**src/sv/tlnef_pkg.sv**
```systemverilog
`default_nettype none
// ----------------------------------------------------------------------------
// tlnef_pkg
// Shared types and constants for the text line number and escape filter.
// ----------------------------------------------------------------------------
package tlnef_pkg;

    // BCD digits kept for the line counter; the count never passes 999999
    localparam int MAX_CNT_DIGITS = 6;

    // descriptor queue between front and back
    localparam int QUEUE_DEPTH = 2;

    localparam int CFG_IDX_W = 3;

    localparam logic [7:0] CH_TAB      = 8'd9;
    localparam logic [7:0] CH_NL       = 8'd10;
    localparam logic [7:0] CH_SPACE    = 8'd32;
    localparam logic [7:0] CH_DOLLAR   = 8'd36;
    localparam logic [7:0] CH_QMARK    = 8'd63;
    localparam logic [7:0] CH_CARET    = 8'd94;
    localparam logic [7:0] CH_DEL      = 8'd127;
    localparam logic [7:0] CTRL_OFFSET = 8'd64;
    localparam logic [3:0] ASCII_DIGIT_HI = 4'h3;
    localparam logic [3:0] BCD_NINE    = 4'd9;

    typedef enum logic [CFG_IDX_W-1:0] {
        CFG_NUMBER_ALL       = 3'd0,
        CFG_NUMBER_NONBLANK  = 3'd1,
        CFG_SQUEEZE_BLANK    = 3'd2,
        CFG_SHOW_ENDS        = 3'd3,
        CFG_SHOW_TABS        = 3'd4,
        CFG_SHOW_NONPRINTING = 3'd5
    } t_cfg_idx;

    typedef logic [3:0] t_bcd;

    // one classified input byte, ready to be expanded into output beats
    typedef struct packed {
        logic                           pfx_en;
        logic                           pfx_sp;
        t_bcd [MAX_CNT_DIGITS-1:0]      digits;
        logic                           mark_en;
        logic [7:0]                     mark;
        logic [7:0]                     last_byte;
    } t_item;

    typedef struct packed {
        logic  valid;
        t_item item;
    } t_q_head;

endpackage
`default_nettype wire

```
**src/sv/tlnef_front.sv**
```systemverilog
`default_nettype none
// ----------------------------------------------------------------------------
// tlnef_front
// Accepts input bytes, tracks line state and the BCD line counter, and
// classifies each byte into a descriptor for the back end.
// ----------------------------------------------------------------------------
module tlnef_front
    import tlnef_pkg::*;
#(
    parameter int NUMBER_DIGITS = 6
) (
    input  wire logic                 i_clk,
    input  wire logic                 i_rst_n,
    input  wire logic                 i_cfg_we,
    input  wire logic [CFG_IDX_W-1:0] i_cfg_idx,
    input  wire logic                 i_cfg_data,
    input  wire logic                 i_push,
    input  wire logic [7:0]           i_in_byte,
    input  wire logic                 i_file_start,
    input  wire logic                 i_full,
    output logic                      o_q_push,
    output t_item                     o_q_item
);

    localparam int CntDigits = (NUMBER_DIGITS < MAX_CNT_DIGITS) ? NUMBER_DIGITS
                                                                : MAX_CNT_DIGITS;

    logic r_number_all, r_number_nonblank, r_squeeze_blank;
    logic r_show_ends, r_show_tabs, r_show_nonprinting;

    t_bcd [MAX_CNT_DIGITS-1:0] r_cnt, n_cnt;
    logic [2:0]                r_blank_run, n_blank_run;

    t_bcd [MAX_CNT_DIGITS-1:0] cnt_cur, cnt_inc;
    logic [2:0] run_cur, run_sum;
    logic accept, is_nl, is_ctrl, drop, at_start, eff_all, pfx_num, pfx_sp, sat;

    always_ff @(posedge i_clk) begin
        if (!i_rst_n) begin
            r_number_all       <= 1'b0;
            r_number_nonblank  <= 1'b0;
            r_squeeze_blank    <= 1'b0;
            r_show_ends        <= 1'b0;
            r_show_tabs        <= 1'b0;
            r_show_nonprinting <= 1'b0;
        end else if (i_cfg_we) begin
            unique case (i_cfg_idx)
                CFG_NUMBER_ALL:       r_number_all       <= i_cfg_data;
                CFG_NUMBER_NONBLANK:  r_number_nonblank  <= i_cfg_data;
                CFG_SQUEEZE_BLANK:    r_squeeze_blank    <= i_cfg_data;
                CFG_SHOW_ENDS:        r_show_ends        <= i_cfg_data;
                CFG_SHOW_TABS:        r_show_tabs        <= i_cfg_data;
                CFG_SHOW_NONPRINTING: r_show_nonprinting <= i_cfg_data;
                default: ;
            endcase
        end
    end

    always_comb begin
        logic carry;
        carry = 1'b1;

        accept = i_push && !i_full;

        cnt_cur = r_cnt;
        run_cur = r_blank_run;
        if (i_file_start) begin
            cnt_cur    = '0;
            cnt_cur[0] = 4'd1;
            run_cur    = 3'd1;
        end

        is_nl    = (i_in_byte == CH_NL);
        is_ctrl  = (i_in_byte < CH_SPACE) && (i_in_byte != CH_TAB) && !is_nl;
        drop     = is_nl && r_squeeze_blank && (run_cur > 3'd2);
        at_start = (run_cur != 3'd0) && !drop;
        eff_all  = r_number_all && !r_number_nonblank;
        pfx_num  = at_start && (eff_all || (r_number_nonblank && !is_nl));
        pfx_sp   = at_start && r_number_nonblank && r_show_ends && is_nl;

        // hold at the all-nines value of the printed width
        sat = 1'b1;
        for (int i = 0; i < MAX_CNT_DIGITS; i++) begin
            if (i < CntDigits && cnt_cur[i] != BCD_NINE) sat = 1'b0;
        end

        for (int i = 0; i < MAX_CNT_DIGITS; i++) begin
            cnt_inc[i] = cnt_cur[i];
            if (carry) begin
                if (cnt_cur[i] == BCD_NINE) begin
                    cnt_inc[i] = 4'd0;
                end else begin
                    cnt_inc[i] = cnt_cur[i] + 4'd1;
                    carry      = 1'b0;
                end
            end
        end

        n_cnt = (pfx_num && !sat) ? cnt_inc : cnt_cur;

        // a kept newline under squeeze advances the tracker twice
        run_sum = (r_squeeze_blank && run_cur <= 3'd2) ? run_cur + 3'd2
                                                       : run_cur + 3'd1;
        if (!is_nl) begin
            n_blank_run = 3'd0;
        end else if (run_sum > 3'd4) begin
            n_blank_run = 3'd4;
        end else begin
            n_blank_run = run_sum;
        end

        o_q_item.pfx_en    = pfx_num || pfx_sp;
        o_q_item.pfx_sp    = pfx_sp;
        o_q_item.digits    = cnt_cur;
        o_q_item.mark_en   = 1'b0;
        o_q_item.mark      = CH_DOLLAR;
        o_q_item.last_byte = i_in_byte;
        if (is_nl && r_show_ends) begin
            o_q_item.mark_en = 1'b1;
        end else if (r_show_nonprinting && is_ctrl) begin
            o_q_item.mark_en   = 1'b1;
            o_q_item.mark      = CH_CARET;
            o_q_item.last_byte = i_in_byte + CTRL_OFFSET;
        end else if (r_show_tabs && i_in_byte == CH_TAB) begin
            o_q_item.mark_en   = 1'b1;
            o_q_item.mark      = CH_CARET;
            o_q_item.last_byte = i_in_byte + CTRL_OFFSET;
        end else if (r_show_nonprinting && i_in_byte == CH_DEL) begin
            o_q_item.mark_en   = 1'b1;
            o_q_item.mark      = CH_CARET;
            o_q_item.last_byte = CH_QMARK;
        end

        // a squeezed newline yields no beats and never enters the queue
        o_q_push = accept && !drop;
    end

    always_ff @(posedge i_clk) begin
        if (!i_rst_n) begin
            r_cnt       <= {{(MAX_CNT_DIGITS-1){4'd0}}, 4'd1};
            r_blank_run <= 3'd1;
        end else if (accept) begin
            r_cnt       <= n_cnt;
            r_blank_run <= n_blank_run;
        end
    end

endmodule
`default_nettype wire

```
**src/sv/tlnef_queue.sv**
```systemverilog
`default_nettype none
// ----------------------------------------------------------------------------
// tlnef_queue
// Short descriptor queue that decouples the classifier from the expander.
// ----------------------------------------------------------------------------
module tlnef_queue
    import tlnef_pkg::*;
(
    input  wire logic  i_clk,
    input  wire logic  i_rst_n,
    input  wire logic  i_push,
    input  wire t_item i_item,
    input  wire logic  i_pop,
    output logic       o_full,
    output t_q_head    o_head
);

    localparam int QIw = (QUEUE_DEPTH > 1) ? $clog2(QUEUE_DEPTH) : 1;
    localparam int CntW = $clog2(QUEUE_DEPTH + 1);

    t_item           r_mem [QUEUE_DEPTH];
    logic [QIw-1:0]  r_wr, r_rd;
    logic [CntW-1:0] r_count;

    assign o_full       = (r_count == CntW'(QUEUE_DEPTH));
    assign o_head.valid = (r_count != '0);
    assign o_head.item  = r_mem[r_rd];

    always_ff @(posedge i_clk) begin
        if (i_push) r_mem[r_wr] <= i_item;
    end

    always_ff @(posedge i_clk) begin
        if (!i_rst_n) begin
            r_wr    <= '0;
            r_rd    <= '0;
            r_count <= '0;
        end else begin
            if (i_push) r_wr <= (r_wr == QIw'(QUEUE_DEPTH - 1)) ? '0 : r_wr + 1'b1;
            if (i_pop)  r_rd <= (r_rd == QIw'(QUEUE_DEPTH - 1)) ? '0 : r_rd + 1'b1;
            case ({i_push, i_pop})
                2'b10:   r_count <= r_count + 1'b1;
                2'b01:   r_count <= r_count - 1'b1;
                default: r_count <= r_count;
            endcase
        end
    end

endmodule
`default_nettype wire

```
**src/sv/tlnef_back.sv**
```systemverilog
`default_nettype none
// ----------------------------------------------------------------------------
// tlnef_back
// Expands the head descriptor into output beats, one per cycle while the output
// is empty or popped, through an output register.
// ----------------------------------------------------------------------------
module tlnef_back
    import tlnef_pkg::*;
#(
    parameter int NUMBER_DIGITS = 6
) (
    input  wire logic    i_clk,
    input  wire logic    i_rst_n,
    input  wire t_q_head i_head,
    output logic         o_q_pop,
    input  wire logic    i_pop,
    output logic         o_empty,
    output logic [7:0]   o_out_byte,
    output logic         o_last_of_run
);

    localparam int CntDigits = (NUMBER_DIGITS < MAX_CNT_DIGITS) ? NUMBER_DIGITS
                                                                : MAX_CNT_DIGITS;
    localparam int PhW = $clog2(NUMBER_DIGITS + 3);
    localparam logic [PhW-1:0] PhTab  = PhW'(NUMBER_DIGITS);
    localparam logic [PhW-1:0] PhMark = PhW'(NUMBER_DIGITS + 1);
    localparam logic [PhW-1:0] PhLast = PhW'(NUMBER_DIGITS + 2);

    logic [PhW-1:0] r_phase, n_phase, cur_phase;
    logic           r_busy;
    logic           r_out_valid;
    logic [7:0]     r_out_byte, n_byte;
    logic           r_out_last;
    logic           step, at_last;
    logic [7:0]     w_dig_char [NUMBER_DIGITS];

    // leftmost character is phase 0; blank leading zeros above the units digit
    for (genvar gp = 0; gp < NUMBER_DIGITS; gp++) begin : g_dig
        localparam int Pos = NUMBER_DIGITS - 1 - gp;
        if (Pos >= CntDigits) begin : g_pad
            assign w_dig_char[gp] = CH_SPACE;
        end else if (Pos == 0) begin : g_units
            assign w_dig_char[gp] = i_head.item.pfx_sp ? CH_SPACE
                                  : {ASCII_DIGIT_HI, i_head.item.digits[0]};
        end else begin : g_upper
            assign w_dig_char[gp] =
                (i_head.item.pfx_sp || (i_head.item.digits[CntDigits-1:Pos] == '0))
                ? CH_SPACE : {ASCII_DIGIT_HI, i_head.item.digits[Pos]};
        end
    end

    always_comb begin
        cur_phase = r_phase;
        if (!r_busy) begin
            if (i_head.item.pfx_en)       cur_phase = '0;
            else if (i_head.item.mark_en) cur_phase = PhMark;
            else                          cur_phase = PhLast;
        end

        if (cur_phase < PhTab) begin
            n_phase = cur_phase + 1'b1;
        end else if (cur_phase == PhTab) begin
            n_phase = i_head.item.mark_en ? PhMark : PhLast;
        end else begin
            n_phase = PhLast;
        end

        n_byte = i_head.item.last_byte;
        if (cur_phase < PhTab) begin
            for (int p = 0; p < NUMBER_DIGITS; p++) begin
                if (cur_phase == PhW'(p)) n_byte = w_dig_char[p];
            end
        end else if (cur_phase == PhTab) begin
            n_byte = CH_TAB;
        end else if (cur_phase == PhMark) begin
            n_byte = i_head.item.mark;
        end

        at_last = (cur_phase == PhLast);
        step    = i_head.valid && (!r_out_valid || i_pop);
        o_q_pop = step && at_last;
    end

    always_ff @(posedge i_clk) begin
        if (!i_rst_n) begin
            r_busy      <= 1'b0;
            r_phase     <= '0;
            r_out_valid <= 1'b0;
        end else begin
            if (step) begin
                r_busy      <= !at_last;
                r_phase     <= n_phase;
                r_out_valid <= 1'b1;
            end else if (i_pop) begin
                r_out_valid <= 1'b0;
            end
        end
    end

    always_ff @(posedge i_clk) begin
        if (step) begin
            r_out_byte <= n_byte;
            r_out_last <= at_last;
        end
    end

    assign o_empty       = !r_out_valid;
    assign o_out_byte    = r_out_byte;
    assign o_last_of_run = r_out_last;

endmodule
`default_nettype wire

```
**src/sv/text_line_number_escape_filter_unit.sv**
```systemverilog
`default_nettype none
// An item is registered in the descriptor queue, then its beats in the output register.
// The expander gives one output beat per cycle while the output is popped; an item yields 1 to
// NUMBER_DIGITS + 3 beats, a squeezed newline none.
// The two-entry descriptor queue lets input bytes keep arriving while beats drain.
// Reset (synchronous, active low): line counter to 1, at line start, all options off,
// queue and output empty.
// ----------------------------------------------------------------------------
// text_line_number_escape_filter_unit
// Cat-style rewriting of a byte stream: line numbers, squeeze, end marks and
// caret escapes, with a classifier front, a descriptor queue and an expander.
// ----------------------------------------------------------------------------
module text_line_number_escape_filter_unit
    import tlnef_pkg::*;
#(
    parameter int NUMBER_DIGITS = 6
) (
    input  wire logic                 i_clk,
    input  wire logic                 i_rst_n,
    input  wire logic                 i_cfg_we,
    input  wire logic [CFG_IDX_W-1:0] i_cfg_idx,
    input  wire logic                 i_cfg_data,
    input  wire logic                 push,
    output logic                      full,
    input  wire logic [7:0]           i_in_byte,
    input  wire logic                 i_file_start,
    output logic                      empty,
    input  wire logic                 pop,
    output logic [7:0]                o_out_byte,
    output logic                      o_last_of_run
);

    logic    w_q_push, w_q_pop;
    t_item   w_q_item;
    t_q_head w_head;

    tlnef_front #(
        .NUMBER_DIGITS(NUMBER_DIGITS)
    ) u_front (
        .i_clk       (i_clk),
        .i_rst_n     (i_rst_n),
        .i_cfg_we    (i_cfg_we),
        .i_cfg_idx   (i_cfg_idx),
        .i_cfg_data  (i_cfg_data),
        .i_push      (push),
        .i_in_byte   (i_in_byte),
        .i_file_start(i_file_start),
        .i_full      (full),
        .o_q_push    (w_q_push),
        .o_q_item    (w_q_item)
    );

    tlnef_queue u_queue (
        .i_clk  (i_clk),
        .i_rst_n(i_rst_n),
        .i_push (w_q_push),
        .i_item (w_q_item),
        .i_pop  (w_q_pop),
        .o_full (full),
        .o_head (w_head)
    );

    tlnef_back #(
        .NUMBER_DIGITS(NUMBER_DIGITS)
    ) u_back (
        .i_clk        (i_clk),
        .i_rst_n      (i_rst_n),
        .i_head       (w_head),
        .o_q_pop      (w_q_pop),
        .i_pop        (pop),
        .o_empty      (empty),
        .o_out_byte   (o_out_byte),
        .o_last_of_run(o_last_of_run)
    );

`ifndef SYNTHESIS
    // a beat that is not the last of its run is followed at once by the next one
    a_run_continues: assert property (@(posedge i_clk) disable iff (!i_rst_n)
        pop && !empty && !o_last_of_run |=> !empty)
        else $error("output run broken before its last beat");

    // no beat appears without a descriptor at the queue head
    a_no_phantom: assert property (@(posedge i_clk) disable iff (!i_rst_n)
        !w_head.valid && (empty || pop) |=> empty)
        else $error("output beat without a queued descriptor");

    a_reset_clears: assert property (@(posedge i_clk)
        !i_rst_n |=> empty && !full)
        else $error("queue or output not cleared by reset");
`endif

endmodule
`default_nettype wire

```
**config.mk**
```make
export PLATFORM = sky130hd
export DESIGN_NAME = text_line_number_escape_filter_unit
export DESIGN_NICKNAME = d
export VERILOG_FILES = /design/src/sv/tlnef_pkg.sv /design/src/sv/tlnef_front.sv /design/src/sv/tlnef_queue.sv /design/src/sv/tlnef_back.sv /design/src/sv/text_line_number_escape_filter_unit.sv
export SDC_FILE = /design/constraint.sdc
export NUM_CORES = 1
export LEC_CHECK = 0
export ABC_AREA = 1
export BUFFER_PORTS_ARGS = -buffer_cell sky130_fd_sc_hd__buf_2
export CAP_MARGIN = 20
export CORE_UTILIZATION = 40
export CTS_BUF_LIST = sky130_fd_sc_hd__clkbuf_8
export CTS_CLUSTER_DIAMETER = 120
export DETAILED_ROUTE_END_ITERATION = 10
export PLACE_DENSITY = 0.67
export SLEW_MARGIN = 0
export SYNTH_ARGS = -nofsm -noshare
export SYNTH_HDL_FRONTEND = slang
export SYNTH_SLANG_ARGS = --single-unit
```
**constraint.sdc**
```tcl
create_clock -name i_clk -period 3.7 [get_ports i_clk]
set_input_delay 0.555 -clock i_clk [delete_from_list [all_inputs] [get_ports i_clk]]
set_output_delay 0.555 -clock i_clk [all_outputs]
set_load 0.02 [all_outputs]
```
==> results.sh <==
export IMPL_outcome="finished, final reports clean"
export IMPL_finalWirelength_mm=15.0
export IMPL_path_common_cell="nand2_1"
export IMPL_regArea_sq_um=3370
export IMPL_die_area_sq_um=17700
export IMPL_cp_data_arrival_time_ns=3.19
export IMPL_p_int_mw=2.46
export IMPL_io_pins=29
export IMPL_crit_required_ns=4.02
export IMPL_max_slew_margin_pct=61.7
export IMPL_whs_ns=0.346
export IMPL_setup_violations=0
export IMPL_grt_pass1_vias=5113
export IMPL_vias=5484
export IMPL_cpLargestDelayFamily="simple AND/OR/NAND/NOR gates"
export IMPL_path_cells="buf_4, nand2_1, nand2_1, nand2_1, nand2_1, o21ai_0, ha_1, nand3_1, nor2_1, nand2_1, inv_1, ha_1, a21oi_1, o21ai_0, o21ai_0, a21oi_1"
export IMPL_p_sw_mw=1.16
export IMPL_hold_buffers=0
export IMPL_synth_warnings=0
export IMPL_gp_congestion=0.892
export IMPL_die_x_um=133
export IMPL_synth_ff_type="edfxtp_1"
export IMPL_die_y_um=133
export IMPL_cts_made_buffers=17
export IMPL_multiInputGateArea_sq_um=2970
export IMPL_diodes=0
export IMPL_firstDrtPassIters=7
export IMPL_postRouteAntennaNets=0
export IMPL_dpl_hpwl_mm=10.6
export IMPL_synth_common_cells="260 x nand2_1, 86 x inv_1, 83 x edfxtp_1"
export IMPL_ir_worst_vdd_v=0.000244
export IMPL_async_flop_share_pct=0
export IMPL_row_count=47
export IMPL_fillCellCount=1617
export IMPL_core_area_sq_um=16600
export IMPL_grt_total_usage_pct=18.0
export IMPL_via_per_inst=4.95
export IMPL_drive_gt1_share_pct=12.6
export IMPL_yosysTopAreaCellShare_pct=36.3
export IMPL_grt_overflow=0
export IMPL_yosysMostFrequentCell="nand2_1"
export IMPL_max_freq_ghz=0.349
export IMPL_grt_max_degree=39
export IMPL_clock_sinks=127
export IMPL_worstSetupPathType="reg -> reg"
export IMPL_grt_pass1_wl_mm=24.9
export IMPL_slowest_stage="dfxtp_1"
export IMPL_slew_viol_final=0
export IMPL_port_buffers=28
export IMPL_grt_setup_unrepaired="false"
export IMPL_cpPeakStageDelay_ns=0.33
export IMPL_cts_resized=0
export IMPL_post_cts_buffers=0
export IMPL_hp_class="in -> reg"
export IMPL_yosysTopAreaCell="edfxtp_1"
export IMPL_cp_max_fo=23
export IMPL_worstHoldStart="i_in_byte[3]"
export IMPL_ff2ff_setup_slack_ns=0.84
export IMPL_swShare_pct=32.1
export IMPL_syn_num_nets=875
export IMPL_p_leak_nw=3.11
export IMPL_tns_ns=0
export IMPL_pwr_share_seq_pct=46.9
export IMPL_clk_pin_slew_ns=0.07
export IMPL_area_growth_syn_to_layout_pct=10.2
export IMPL_start_util_pct=41.2
export IMPL_drt_iter0_drc=414
export IMPL_post_drt_wl_per_cell_um=13.6
export IMPL_cp_num_buf_inv=2
export IMPL_synthDistinctLibCells=49
export IMPL_period_needed_ns=2.86
export IMPL_hold_viol=0
export IMPL_post_route_period_util_pct=77.4
export IMPL_h_tree_depth=4
export IMPL_avgSynthCellArea_sq_um=8.11
export IMPL_max_cap_viol_count=0
export IMPL_synth_area_sq_um=6860
export IMPL_ys_seq_area_share_pct=49.2
export IMPL_power_frac_clock_pct=29.6
export IMPL_synth_edf_count=83
export IMPL_synthCells=846
export IMPL_comb_power_share_pct=23.6
export IMPL_ys_ff_latch=127
export IMPL_drc=0
export IMPL_power_density_nw_per_um2=479
export IMPL_synth_area_leaders="edfxtp_1 36%, nand2_1 14%, dfxtp_1 13%"
export IMPL_antenna_found_initial=0
export IMPL_cts_buffer_depth=2
export IMPL_root_buffer="clkbuf_8"
export IMPL_setup_worst_path_end_class="flop"
export IMPL_cts_tree="done"
export IMPL_cp_start_kind="flop"
export IMPL_fin_skew_ns=0.0129
export IMPL_fin_nets=903
export IMPL_worstMarginPinSlew_ns=0.570
export IMPL_insertion_delay_ns=0.44
## final timing paths
path	depth (start not counted)	end
worst min register to register	2	u_front.r_cnt[11]
worst min-delay path	1	u_queue.r_mem[0][3]
worst max-delay path	16	u_queue.r_count[1]
worst max register to register	16	u_queue.r_count[1]
## through the flow
step	cell area, sq um	util (%)	instances	total power [mW]	setup slack [ns]
CTS	7560	45.4	1107	3.64	0.856
global placement	7210	43.3	1075	2.57	0.632
detailed placement	7210	43.3	1075	2.57	0.513
floorplan	6860	-	846	2.34	0.151
finish	7560	45.4	1107	3.62	0.836
global route	7560	45.4	1107	3.82	0.447
## metal layers
metal  vias to the layer above  routed length, um  track usage [%]
li1                       2844                  -                -
met1                      2501               7490             25.3
met2                       129               6600             27.4
met3                        10                746             4.29
met4                         0                180             5.87
met5                         -                  0                0
## power groups by stage
stage / combinational, mW / clock [mW] / sequential (mW)
finish: 0.854 / 1.07 / 1.70
global route: 0.968 / 1.14 / 1.71
CTS: 0.852 / 1.09 / 1.70
detailed placement: 0.845 / 0 / 1.73
global placement: 0.845 / 0 / 1.73
floorplan: 0.570 / 0 / 1.77
## final cells by class
type	instances	area share [%]
sequential	127	44.6
clock buffer	19	3.46
clock inverter	13	1.14
multi-input combinational	591	39.3
timing repair buffer	38	2.85
tap	220	3.64
inverter	99	4.98
## worst reg2reg max path, cell delays in order (launching register included)
cell	delay [ns]
dfxtp_1	0.33
buf_4	0.23
nand2_1	0.10
nand2_1	0.11
nand2_1	0.09
nand2_1	0.07
o21ai_0	0.21
ha_1	0.27
nand3_1	0.12
nor2_1	0.24
nand2_1	0.12
inv_1	0.15
ha_1	0.28
a21oi_1	0.11
o21ai_0	0.11
o21ai_0	0.16
a21oi_1	0.05
## cells in the final DEF (no fill, tap or decap), types with 6 or more instances in the layout
master,Yosys,final
o21ai_0,48,47
nand2_1,260,260
inv_2,9,9
xor2_1,8,8
clkbuf_8,0,19
a31oi_1,7,7
nor4_1,6,6
nand4_1,9,9
edfxtp_1,83,83
mux2i_1,6,6
buf_4,2,10
buf_2,8,28
o21ai_1,18,18
a21oi_1,49,49
ha_1,11,11
nand3_1,37,37
nor3_1,10,10
nor2_1,65,63
nor2_4,4,6
dfxtp_1,44,44
inv_1,86,92
nor2_2,6,6
## cells by family after synthesis
logic type / Yosys count / share of synthesized area, %
adders and majority gates: 11 / 2.01
and+or+nand+nor: 422 / 27.5
muxes: 7 / 1.04
buffers and inverters: 128 / 7.77
DFF: 127 / 49.2
AOI/OAI and AO/OA: 141 / 11.2
xor gates and xnor gates: 10 / 1.28
## sequential cells by signal, summed over array words and instances, names as in the netlist, named ones only
signal                      count
u_front.r_number_all            1
u_back.o_last_of_run            1
u_back.r_out_valid              1
u_back.o_out_byte               8
u_queue.r_rd                    1
u_front.r_squeeze_blank         1
u_queue.r_wr                    1
u_back.r_phase                  4
u_front.r_number_nonblank       1
u_front.r_show_ends             1
u_back.r_busy                   1
u_front.r_show_tabs             1
u_queue.r_count                 2
u_queue.r_mem                  74
u_front.r_blank_run             3
u_front.r_cnt                  24
u_front.r_show_nonprinting      1
(Power assumes the default switching activity.)
